File: config.mk
export PLATFORM = sky130hd
export DESIGN_NAME = aesps_ctrl
export DESIGN_NICKNAME = d
export VERILOG_FILES = /design/src/rtl/aesps_pkg.sv /design/src/rtl/aesps_ctrl.sv
export SDC_FILE = /design/constraint.sdc
export NUM_CORES = 1
export LEC_CHECK = 0
export BUFFER_PORTS_ARGS = -buffer_cell sky130_fd_sc_hd__buf_2
export CAP_MARGIN = 5
export CORE_UTILIZATION = 57
export DETAILED_ROUTE_END_ITERATION = 7
export PLACE_DENSITY = 0.81
export SLEW_MARGIN = 25
export SYNTH_ARGS = -nofsm -noshare
export SYNTH_HDL_FRONTEND = slang
export SYNTH_SLANG_ARGS = --single-unit
export TNS_END_PERCENT = 10
File: constraint.sdc
create_clock -name clk -period 3.2 [get_ports clk]
set_input_delay 0.32 -clock clk [delete_from_list [all_inputs] [get_ports clk]]
set_output_delay 0.32 -clock clk [all_outputs]
set_load 0.05 [all_outputs]
File: src/rtl/aesps_pkg.sv
// Shared types, constants and GF(2^8) helper functions for the AES core.
`default_nettype none
package aesps_pkg;

  localparam int TBL_DEPTH = 256;
  localparam int RK_DEPTH  = 60;
  localparam int RK_AW     = 6;
  localparam int CFG_IDX_W = 3;

  // Key size codes.
  localparam logic [1:0] MODE_128 = 2'd0;
  localparam logic [1:0] MODE_192 = 2'd1;
  localparam logic [1:0] MODE_256 = 2'd2;
  localparam logic [1:0] MODE_BAD = 2'd3;

  // Register indexes of the configuration port.
  localparam logic [CFG_IDX_W-1:0] REG_MODE = 3'd0;
  localparam logic [CFG_IDX_W-1:0] REG_KEY0 = 3'd1;
  localparam logic [CFG_IDX_W-1:0] REG_KEY1 = 3'd2;
  localparam logic [CFG_IDX_W-1:0] REG_KEY2 = 3'd3;
  localparam logic [CFG_IDX_W-1:0] REG_KEY3 = 3'd4;

  // Item kinds.
  localparam logic KIND_LOAD = 1'b0;
  localparam logic KIND_ENC  = 1'b1;

  // Per-cycle commands from the controller to the datapath.
  typedef struct packed {
    logic             tbl_wr;
    logic             load_plain;
    logic             key_wr;
    logic             gen_wr;
    logic             rk_rd;
    logic [RK_AW-1:0] rk_addr;
    logic             tw_load;
    logic             tw_rot;
    logic             use_sub;
    logic             rcon_en;
    logic [3:0]       rc_idx;
    logic             sb_rd;
    logic             sb_state;
    logic [3:0]       sb_idx;
    logic             shift_t;
    logic             shift_s;
    logic             kb_shift;
    logic             st_init;
    logic             st_round;
    logic             mix;
    logic             out_load;
  } dp_cmd_t;

  function automatic logic [7:0] xtime(input logic [7:0] a);
    xtime = {a[6:0], 1'b0} ^ (a[7] ? 8'h1b : 8'h00);
  endfunction

  function automatic logic [7:0] rcon(input logic [3:0] idx);
    unique case (idx)
      4'd0:    rcon = 8'h01;
      4'd1:    rcon = 8'h02;
      4'd2:    rcon = 8'h04;
      4'd3:    rcon = 8'h08;
      4'd4:    rcon = 8'h10;
      4'd5:    rcon = 8'h20;
      4'd6:    rcon = 8'h40;
      4'd7:    rcon = 8'h80;
      4'd8:    rcon = 8'h1b;
      default: rcon = 8'h36;
    endcase
  endfunction

  // One column, first byte in the top bits.
  function automatic logic [31:0] mix_col(input logic [31:0] c);
    logic [7:0] a0, a1, a2, a3;
    a0 = c[31:24];
    a1 = c[23:16];
    a2 = c[15:8];
    a3 = c[7:0];
    mix_col = {xtime(a0) ^ xtime(a1) ^ a1 ^ a2 ^ a3,
               a0 ^ xtime(a1) ^ xtime(a2) ^ a2 ^ a3,
               a0 ^ a1 ^ xtime(a2) ^ xtime(a3) ^ a3,
               xtime(a0) ^ a0 ^ a1 ^ a2 ^ xtime(a3)};
  endfunction

  function automatic logic [127:0] mix_columns(input logic [127:0] s);
    mix_columns = {mix_col(s[127:96]), mix_col(s[95:64]),
                   mix_col(s[63:32]), mix_col(s[31:0])};
  endfunction

endpackage
`default_nettype wire

File: src/rtl/aesps_ctrl.sv
// Controller: sequences key expansion and rounds, and owns the handshakes.
`default_nettype none
module aesps_ctrl
  import aesps_pkg::*;
(
  input  wire logic       clk,
  input  wire logic       rst,
  input  wire logic       in_valid,
  output logic            in_stall,
  input  wire logic       kind,
  input  wire logic [1:0] mode,
  output logic            out_valid,
  input  wire logic       out_stall,
  output dp_cmd_t         cmd
);

  typedef enum logic [2:0] {
    S_IDLE, S_KLOAD, S_KGEN, S_RND, S_FIN
  } state_t;

  state_t           state;
  logic [4:0]       step;
  logic [RK_AW-1:0] widx;
  logic [2:0]       wmod;
  logic [3:0]       rc;
  logic [3:0]       rnd;

  logic [3:0]       nk;
  logic [3:0]       rounds;
  logic [RK_AW-1:0] last_word;
  logic             accept;
  logic             is_rc;
  logic             need_sub;
  logic [4:0]       kgen_last;
  logic [4:0]       rnd_last;
  logic             free;

  always_comb begin
    unique case (mode)
      MODE_192: nk = 4'd6;
      MODE_256: nk = 4'd8;
      default:  nk = 4'd4;
    endcase
  end

  assign rounds    = nk + 4'd6;
  assign last_word = {rounds, 2'b11};
  assign in_stall  = (state != S_IDLE);
  assign accept    = in_valid && !in_stall;
  assign is_rc     = (wmod == 3'd0);
  assign need_sub  = is_rc || ((mode == MODE_256) && (wmod == 3'd4));
  assign kgen_last = need_sub ? 5'd6 : 5'd1;
  assign rnd_last  = (rnd == 4'd0) ? 5'd5 : 5'd17;
  assign free      = !out_valid || !out_stall;

  // Command decode for the current step.
  always_comb begin
    cmd = '0;
    unique case (state)
      S_IDLE: begin
        if (accept) begin
          cmd.tbl_wr     = (kind == KIND_LOAD);
          cmd.load_plain = (kind == KIND_ENC) && (mode != MODE_BAD);
        end
      end
      S_KLOAD: begin
        cmd.key_wr  = 1'b1;
        cmd.rk_addr = widx;
      end
      S_KGEN: begin
        cmd.rc_idx = rc;
        cmd.sb_idx = 4'(step - 5'd1);
        if (step == 5'd0) begin
          cmd.tw_load = 1'b1;
          cmd.tw_rot  = is_rc;
          cmd.rk_rd   = 1'b1;
          cmd.rk_addr = widx - RK_AW'(nk);
        end else if (step == kgen_last) begin
          cmd.gen_wr  = 1'b1;
          cmd.use_sub = need_sub;
          cmd.rcon_en = is_rc;
          cmd.rk_addr = widx;
        end else begin
          cmd.sb_rd   = (step <= 5'd4);
          cmd.shift_t = (step >= 5'd2);
        end
      end
      S_RND: begin
        cmd.rk_addr  = {rnd, step[1:0]};
        cmd.rk_rd    = (step <= 5'd3);
        cmd.kb_shift = (step >= 5'd1) && (step <= 5'd4);
        cmd.sb_state = 1'b1;
        cmd.sb_idx   = step[3:0];
        if (rnd == 4'd0) begin
          cmd.st_init = (step == 5'd5);
        end else begin
          cmd.sb_rd    = (step <= 5'd15);
          cmd.shift_s  = (step >= 5'd1) && (step <= 5'd16);
          cmd.st_round = (step == 5'd17);
          cmd.mix      = (rnd != rounds);
        end
      end
      S_FIN: begin
        cmd.out_load = free;
      end
      default: begin
        cmd = '0;
      end
    endcase
  end

  // Sequencer state and counters.
  always_ff @(posedge clk) begin
    if (rst) begin
      state <= S_IDLE;
      step  <= '0;
      widx  <= '0;
      wmod  <= '0;
      rc    <= '0;
      rnd   <= '0;
    end else begin
      unique case (state)
        S_IDLE: begin
          if (accept && (kind == KIND_ENC) && (mode != MODE_BAD)) begin
            state <= S_KLOAD;
            widx  <= '0;
          end
        end
        S_KLOAD: begin
          if (widx == RK_AW'(nk - 4'd1)) begin
            state <= S_KGEN;
            step  <= '0;
            wmod  <= '0;
            rc    <= '0;
          end
          widx <= widx + RK_AW'(1);
        end
        S_KGEN: begin
          if (step == kgen_last) begin
            step <= '0;
            widx <= widx + RK_AW'(1);
            wmod <= (wmod == 3'(nk - 4'd1)) ? 3'd0 : wmod + 3'd1;
            if (is_rc) begin
              rc <= rc + 4'd1;
            end
            if (widx == last_word) begin
              state <= S_RND;
              rnd   <= '0;
            end
          end else begin
            step <= step + 5'd1;
          end
        end
        S_RND: begin
          if (step == rnd_last) begin
            step <= '0;
            if (rnd == rounds) begin
              state <= S_FIN;
            end else begin
              rnd <= rnd + 4'd1;
            end
          end else begin
            step <= step + 5'd1;
          end
        end
        S_FIN: begin
          if (free) begin
            state <= S_IDLE;
          end
        end
        default: begin
          state <= S_IDLE;
        end
      endcase
    end
  end

  // Result flag of the output register.
  always_ff @(posedge clk) begin
    if (rst) begin
      out_valid <= 1'b0;
    end else if ((state == S_FIN) && free) begin
      out_valid <= 1'b1;
    end else if (!out_stall) begin
      out_valid <= 1'b0;
    end
  end

endmodule
`default_nettype wire

==> impl_metrics.prom <==
# TYPE chip_impl_metric gauge
chip_impl_info{name="holdCritPathClass",value="in2reg"} 1
chip_impl_metric{name="post_cts_hold_buffer_count",unit=""} 0
chip_impl_info{name="cp-start-kind",value="register"} 1
chip_impl_metric{name="ioPinCount",unit=""} 41
chip_impl_metric{name="vias_per_cell",unit=""} 6.23
chip_impl_metric{name="relSlewSlack",unit=""} 0.555
chip_impl_metric{name="finalMaxSlewViolations",unit=""} 0
chip_impl_metric{name="fraction_of_the_mapped_netlist_area_in_compound_gates",unit=""} 0.233
chip_impl_info{name="cp_cell_sequence",value="inv_1, a2111o_1, a21boi_2, nand3_1, nand2_1, a221o_1, buf_2"} 1
chip_impl_metric{name="vdd.ir_drop.worst",unit="mV"} 0.273
chip_impl_metric{name="clock_sinks",unit=""} 26
chip_impl_metric{name="worst_endpoint_required_time",unit="ns"} 2.88
chip_impl_info{name="synthDominantAreaCellType",value="sky130_fd_sc_hd__dfxtp_1"} 1
chip_impl_metric{name="fin_skew",unit="ns"} 0.00373
chip_impl_metric{name="total_global_route_track_usage",unit=""} 0.294
chip_impl_metric{name="post_cts_buffers",unit=""} 0
chip_impl_metric{name="later_pin_clock_latency_in_the_skew_report",unit="ns"} 0.27
chip_impl_info{name="root_driver",value="sky130_fd_sc_hd__clkbuf_8"} 1
chip_impl_metric{name="drt_first_iter_violations",unit=""} 249
chip_impl_metric{name="grt_start_max_net_pins",unit=""} 22
chip_impl_metric{name="initial_cell_density_of_the_core",unit=""} 0.590
chip_impl_metric{name="stdcell_count",unit=""} 396
chip_impl_metric{name="cellLeakagePower",unit="nW"} 1.12
chip_impl_metric{name="design.core.area",unit="µm²"} 4000
chip_impl_metric{name="flow.area_growth_from_synthesis",unit="%"} 12.0
chip_impl_metric{name="clock_buffers_created_by_tritoncts",unit=""} 3
chip_impl_metric{name="synth_fa_ha_area_frac",unit=""} 0.109
chip_impl_metric{name="postCtsResizedCells",unit=""} 0
chip_impl_metric{name="overflow",unit=""} 0
chip_impl_metric{name="vias",unit=""} 2467
chip_impl_metric{name="globalplace.congestion",unit=""} 0.951
chip_impl_metric{name="syn-num-nets",unit=""} 343
chip_impl_metric{name="die_area",unit="µm²"} 4400
chip_impl_metric{name="drt_pre_antenna_iters",unit=""} 5
chip_impl_metric{name="clkTransAtPathRegs",unit="ns"} 0.10
chip_impl_metric{name="diodes",unit=""} 0
chip_impl_metric{name="routedWlPerCell",unit="µm"} 15.5
chip_impl_metric{name="grt_pass1_wl",unit="µm"} 10000
chip_impl_metric{name="critical_path.max_fanout",unit=""} 13
chip_impl_metric{name="hold_path_depth",unit=""} 3
chip_impl_metric{name="post_synth_instance_area",unit="µm²"} 2360
chip_impl_info{name="dominant_combinational_cell_family_by_area_after_synthesis",value="simple AND/OR/NAND/NOR gates"} 1
chip_impl_metric{name="post_synth_xor_area_fraction",unit=""} 0.0445
chip_impl_metric{name="n_fill_cell",unit=""} 373
chip_impl_metric{name="grt_antenna_before_repair",unit=""} 0
chip_impl_metric{name="synthesis.area_per_instance",unit="µm²"} 7.47
chip_impl_metric{name="max-clock-path-buffers",unit=""} 2
chip_impl_metric{name="synth-seq-cells",unit=""} 26
chip_impl_metric{name="post-place-cells",unit=""} 392
chip_impl_metric{name="cp.buffers_inverters",unit=""} 2
chip_impl_metric{name="timing.final.hold_violations",unit=""} 0
chip_impl_metric{name="route.detailed.drc",unit=""} 0
chip_impl_metric{name="critical_path_arrival",unit="ns"} 2.57
chip_impl_metric{name="grt_pass1_vias",unit=""} 2152
chip_impl_metric{name="route.final.wire_length",unit="µm"} 6150
chip_impl_metric{name="port_buffer_count",unit=""} 40
chip_impl_metric{name="die-height",unit="µm"} 66.3
chip_impl_metric{name="netlist-cell-type-count",unit=""} 65
chip_impl_metric{name="share_of_synthesized_area_spent_on_multiplexers",unit=""} 0.0223
chip_impl_metric{name="final.period_utilization",unit=""} 0.903
chip_impl_info{name="critPathCaptureType",value="output port"} 1
chip_impl_metric{name="fp-row-count",unit=""} 23
chip_impl_metric{name="die_width",unit="µm"} 66.3
chip_impl_metric{name="seq_area_frac_synth",unit=""} 0.221
chip_impl_info{name="clock_tree_from_tritoncts",value="done"} 1
chip_impl_metric{name="power_density",unit="nW/µm²"} 605
chip_impl_metric{name="fraction_of_final_layout_cells_with_drive_strength_greater_than_1",unit=""} 0.176
chip_impl_metric{name="ys.warnings.count",unit=""} 0
chip_impl_metric{name="synth_enable_flop_cells",unit=""} 0
chip_impl_metric{name="setup_viol_count_final",unit=""} 0
chip_impl_metric{name="count_of_nets_after_finishing",unit=""} 374
chip_impl_metric{name="antenna_violating_nets_post_route",unit=""} 0
chip_impl_metric{name="period_needed",unit="ns"} 2.89
chip_impl_info{name="synth_area_leaders",value="sky130_fd_sc_hd__dfxtp_1 (22%), sky130_fd_sc_hd__ha_1 (10%), sky130_fd_sc_hd__a21oi_1 (5.3%)"} 1
chip_impl_metric{name="drv.max_cap_violation_count",unit=""} 0
chip_impl_info{name="outcome",value="finished, final reports clean"} 1
chip_impl_metric{name="yosys.area.top_type_share",unit=""} 0.221
chip_impl_metric{name="fin_tns_setup",unit="ns"} 0
chip_impl_metric{name="h-tree-depth",unit=""} 1
chip_impl_metric{name="post-dp-hpwl",unit="µm"} 4560
chip_impl_info{name="rsz0062_at_grt",value="no"} 1
chip_impl_metric{name="timing.critical_path.depth",unit=""} 7
chip_impl_metric{name="yosys.area_share.simple",unit=""} 0.308
chip_impl_metric{name="synthCells",unit=""} 316
chip_impl_metric{name="highest_clock_frequency_the_design_can_meet",unit="MHz"} 346
chip_impl_info{name="synth_ff_type",value="sky130_fd_sc_hd__dfxtp_1"} 1
chip_impl_metric{name="critical-path-max-stage-delay",unit="ns"} 0.62
chip_impl_metric{name="max_slew.worst_pin.slew",unit="ns"} 0.667
chip_impl_metric{name="synth-async-reset-ratio",unit=""} 0
chip_impl_info{name="cp_top_family",value="compound AO/OA/AOI/OAI gates"} 1
chip_impl_info{name="path_class",value="reg2out"} 1
chip_impl_metric{name="worst_r2r_path_depth",unit=""} 8
chip_impl_info{name="cp_slowest_cell",value="sky130_fd_sc_hd__dfxtp_1"} 1
[worst paths after layout]
path	to	slack (ns)	from
setup / recovery	cmd[23]	0.31	step[0]$_SDFFE_PP0P_
hold / removal	out_valid$_SDFFE_PP0P_	0.33	out_stall
setup reg to reg	wmod[1]$_SDFFE_PP0P_	0.64	widx[1]$_SDFFE_PP0P_
hold reg to reg	rc[3]$_SDFFE_PP0P_	0.49	rc[3]$_SDFFE_PP0P_
[placed cells by master (no fill, tap or decap), drive strengths merged, types with 3 or more instances in the layout]
master   n
o31ai    3
a21oi   25
inv     19
dfxtp   26
and3     3
buf     44
nor3     5
nand4    3
nor2    31
or2      3
xnor2    9
nor2b    4
and2     5
ha      19
nor4     6
nand2b  13
nand3   14
nand2   33
xor2     3
o21ai   10
mux2i    3
a221o    4
nand3b   7
o32ai    4
clkbuf   4
[cells by family after synthesis]
kind of cell / count (synthesis)
simple gates: 139
xor+xnor: 12
compound gates: 75
mux: 5
flops: 26
buf+inv: 39
fa+ha+maj: 20
[registers in the layout, indices dropped and copies added (netlist names)]
signal,cells
widx,6
step,5
rc,4
rnd,4
state,3
wmod,3
out_valid,1
[cells in the mapped netlist, types with 5 or more instances]
master                     count
sky130_fd_sc_hd__nor4_1        6
sky130_fd_sc_hd__xnor2_1       9
sky130_fd_sc_hd__dfxtp_1      26
sky130_fd_sc_hd__o21ai_1       5
sky130_fd_sc_hd__nand2_1      33
sky130_fd_sc_hd__nand3b_1      7
sky130_fd_sc_hd__nand3_1      14
sky130_fd_sc_hd__and2_1        5
sky130_fd_sc_hd__ha_1         19
sky130_fd_sc_hd__nor2_1       30
sky130_fd_sc_hd__o21ai_0       5
sky130_fd_sc_hd__clkbuf_1     14
sky130_fd_sc_hd__inv_1        19
sky130_fd_sc_hd__nand2b_1     12
sky130_fd_sc_hd__a21oi_1      25
sky130_fd_sc_hd__nor3_1        5
[metrics by stage]
step / instance area [µm²] / hold WS [ns] / worst slack (ns) / power (W) / utilization
finish: 2640 / 0.327 / 0.310 / 0.00160 / 0.661
global route: 2640 / 0.337 / 0.119 / 0.00170 / 0.661
CTS: 2640 / 0.326 / 0.359 / 0.00160 / 0.661
detailed placement: 2590 / 0.467 / 0.366 / 0.00137 / 0.647
global placement: 2590 / 0.462 / 0.456 / 0.00137 / 0.647
floorplan: 2370 / 0.439 / 0.155 / 0.00116 / -
[where the power goes]
part           total (W)  internal, W  switching [W]
combinational   0.000969     0.000267       0.000702
clock           0.000220     0.000110       0.000110
sequential      0.000410     0.000345      0.0000657
[final cells by class]
cell class | count | area (µm²) | share of cell area
repair buffers | 44 | 230 | 0.0871
inverters | 21 | 78.8 | 0.0298
clock buffers | 4 | 55.1 | 0.0208
flip-flops and latches | 26 | 520 | 0.197
multi-input cells | 251 | 1700 | 0.642
well taps | 50 | 62.6 | 0.0237
[worst register-to-register path, stage by stage, from the launching register on]
cell,delay [ns]
sky130_fd_sc_hd__dfxtp_1,0.45
sky130_fd_sc_hd__inv_1,0.07
sky130_fd_sc_hd__ha_1,0.32
sky130_fd_sc_hd__or4b_1,0.51
sky130_fd_sc_hd__a211oi_2,0.32
sky130_fd_sc_hd__nand2_1,0.16
sky130_fd_sc_hd__o21ai_1,0.23
sky130_fd_sc_hd__mux2_1,0.37
sky130_fd_sc_hd__nor2_1,0.08
[routing by layer]
layer | up-vias | part of all wire | global-route usage
li1 | 1190 | - | -
met1 | 1192 | 0.46 | 0.391
met2 | 79 | 0.47 | 0.492
met3 | 6 | 0.055 | 0.0431
met4 | 0 | 0.013 | 0.0745
met5 | - | 0 | 0
No activity file was read; power rests on OpenSTA's default activity.
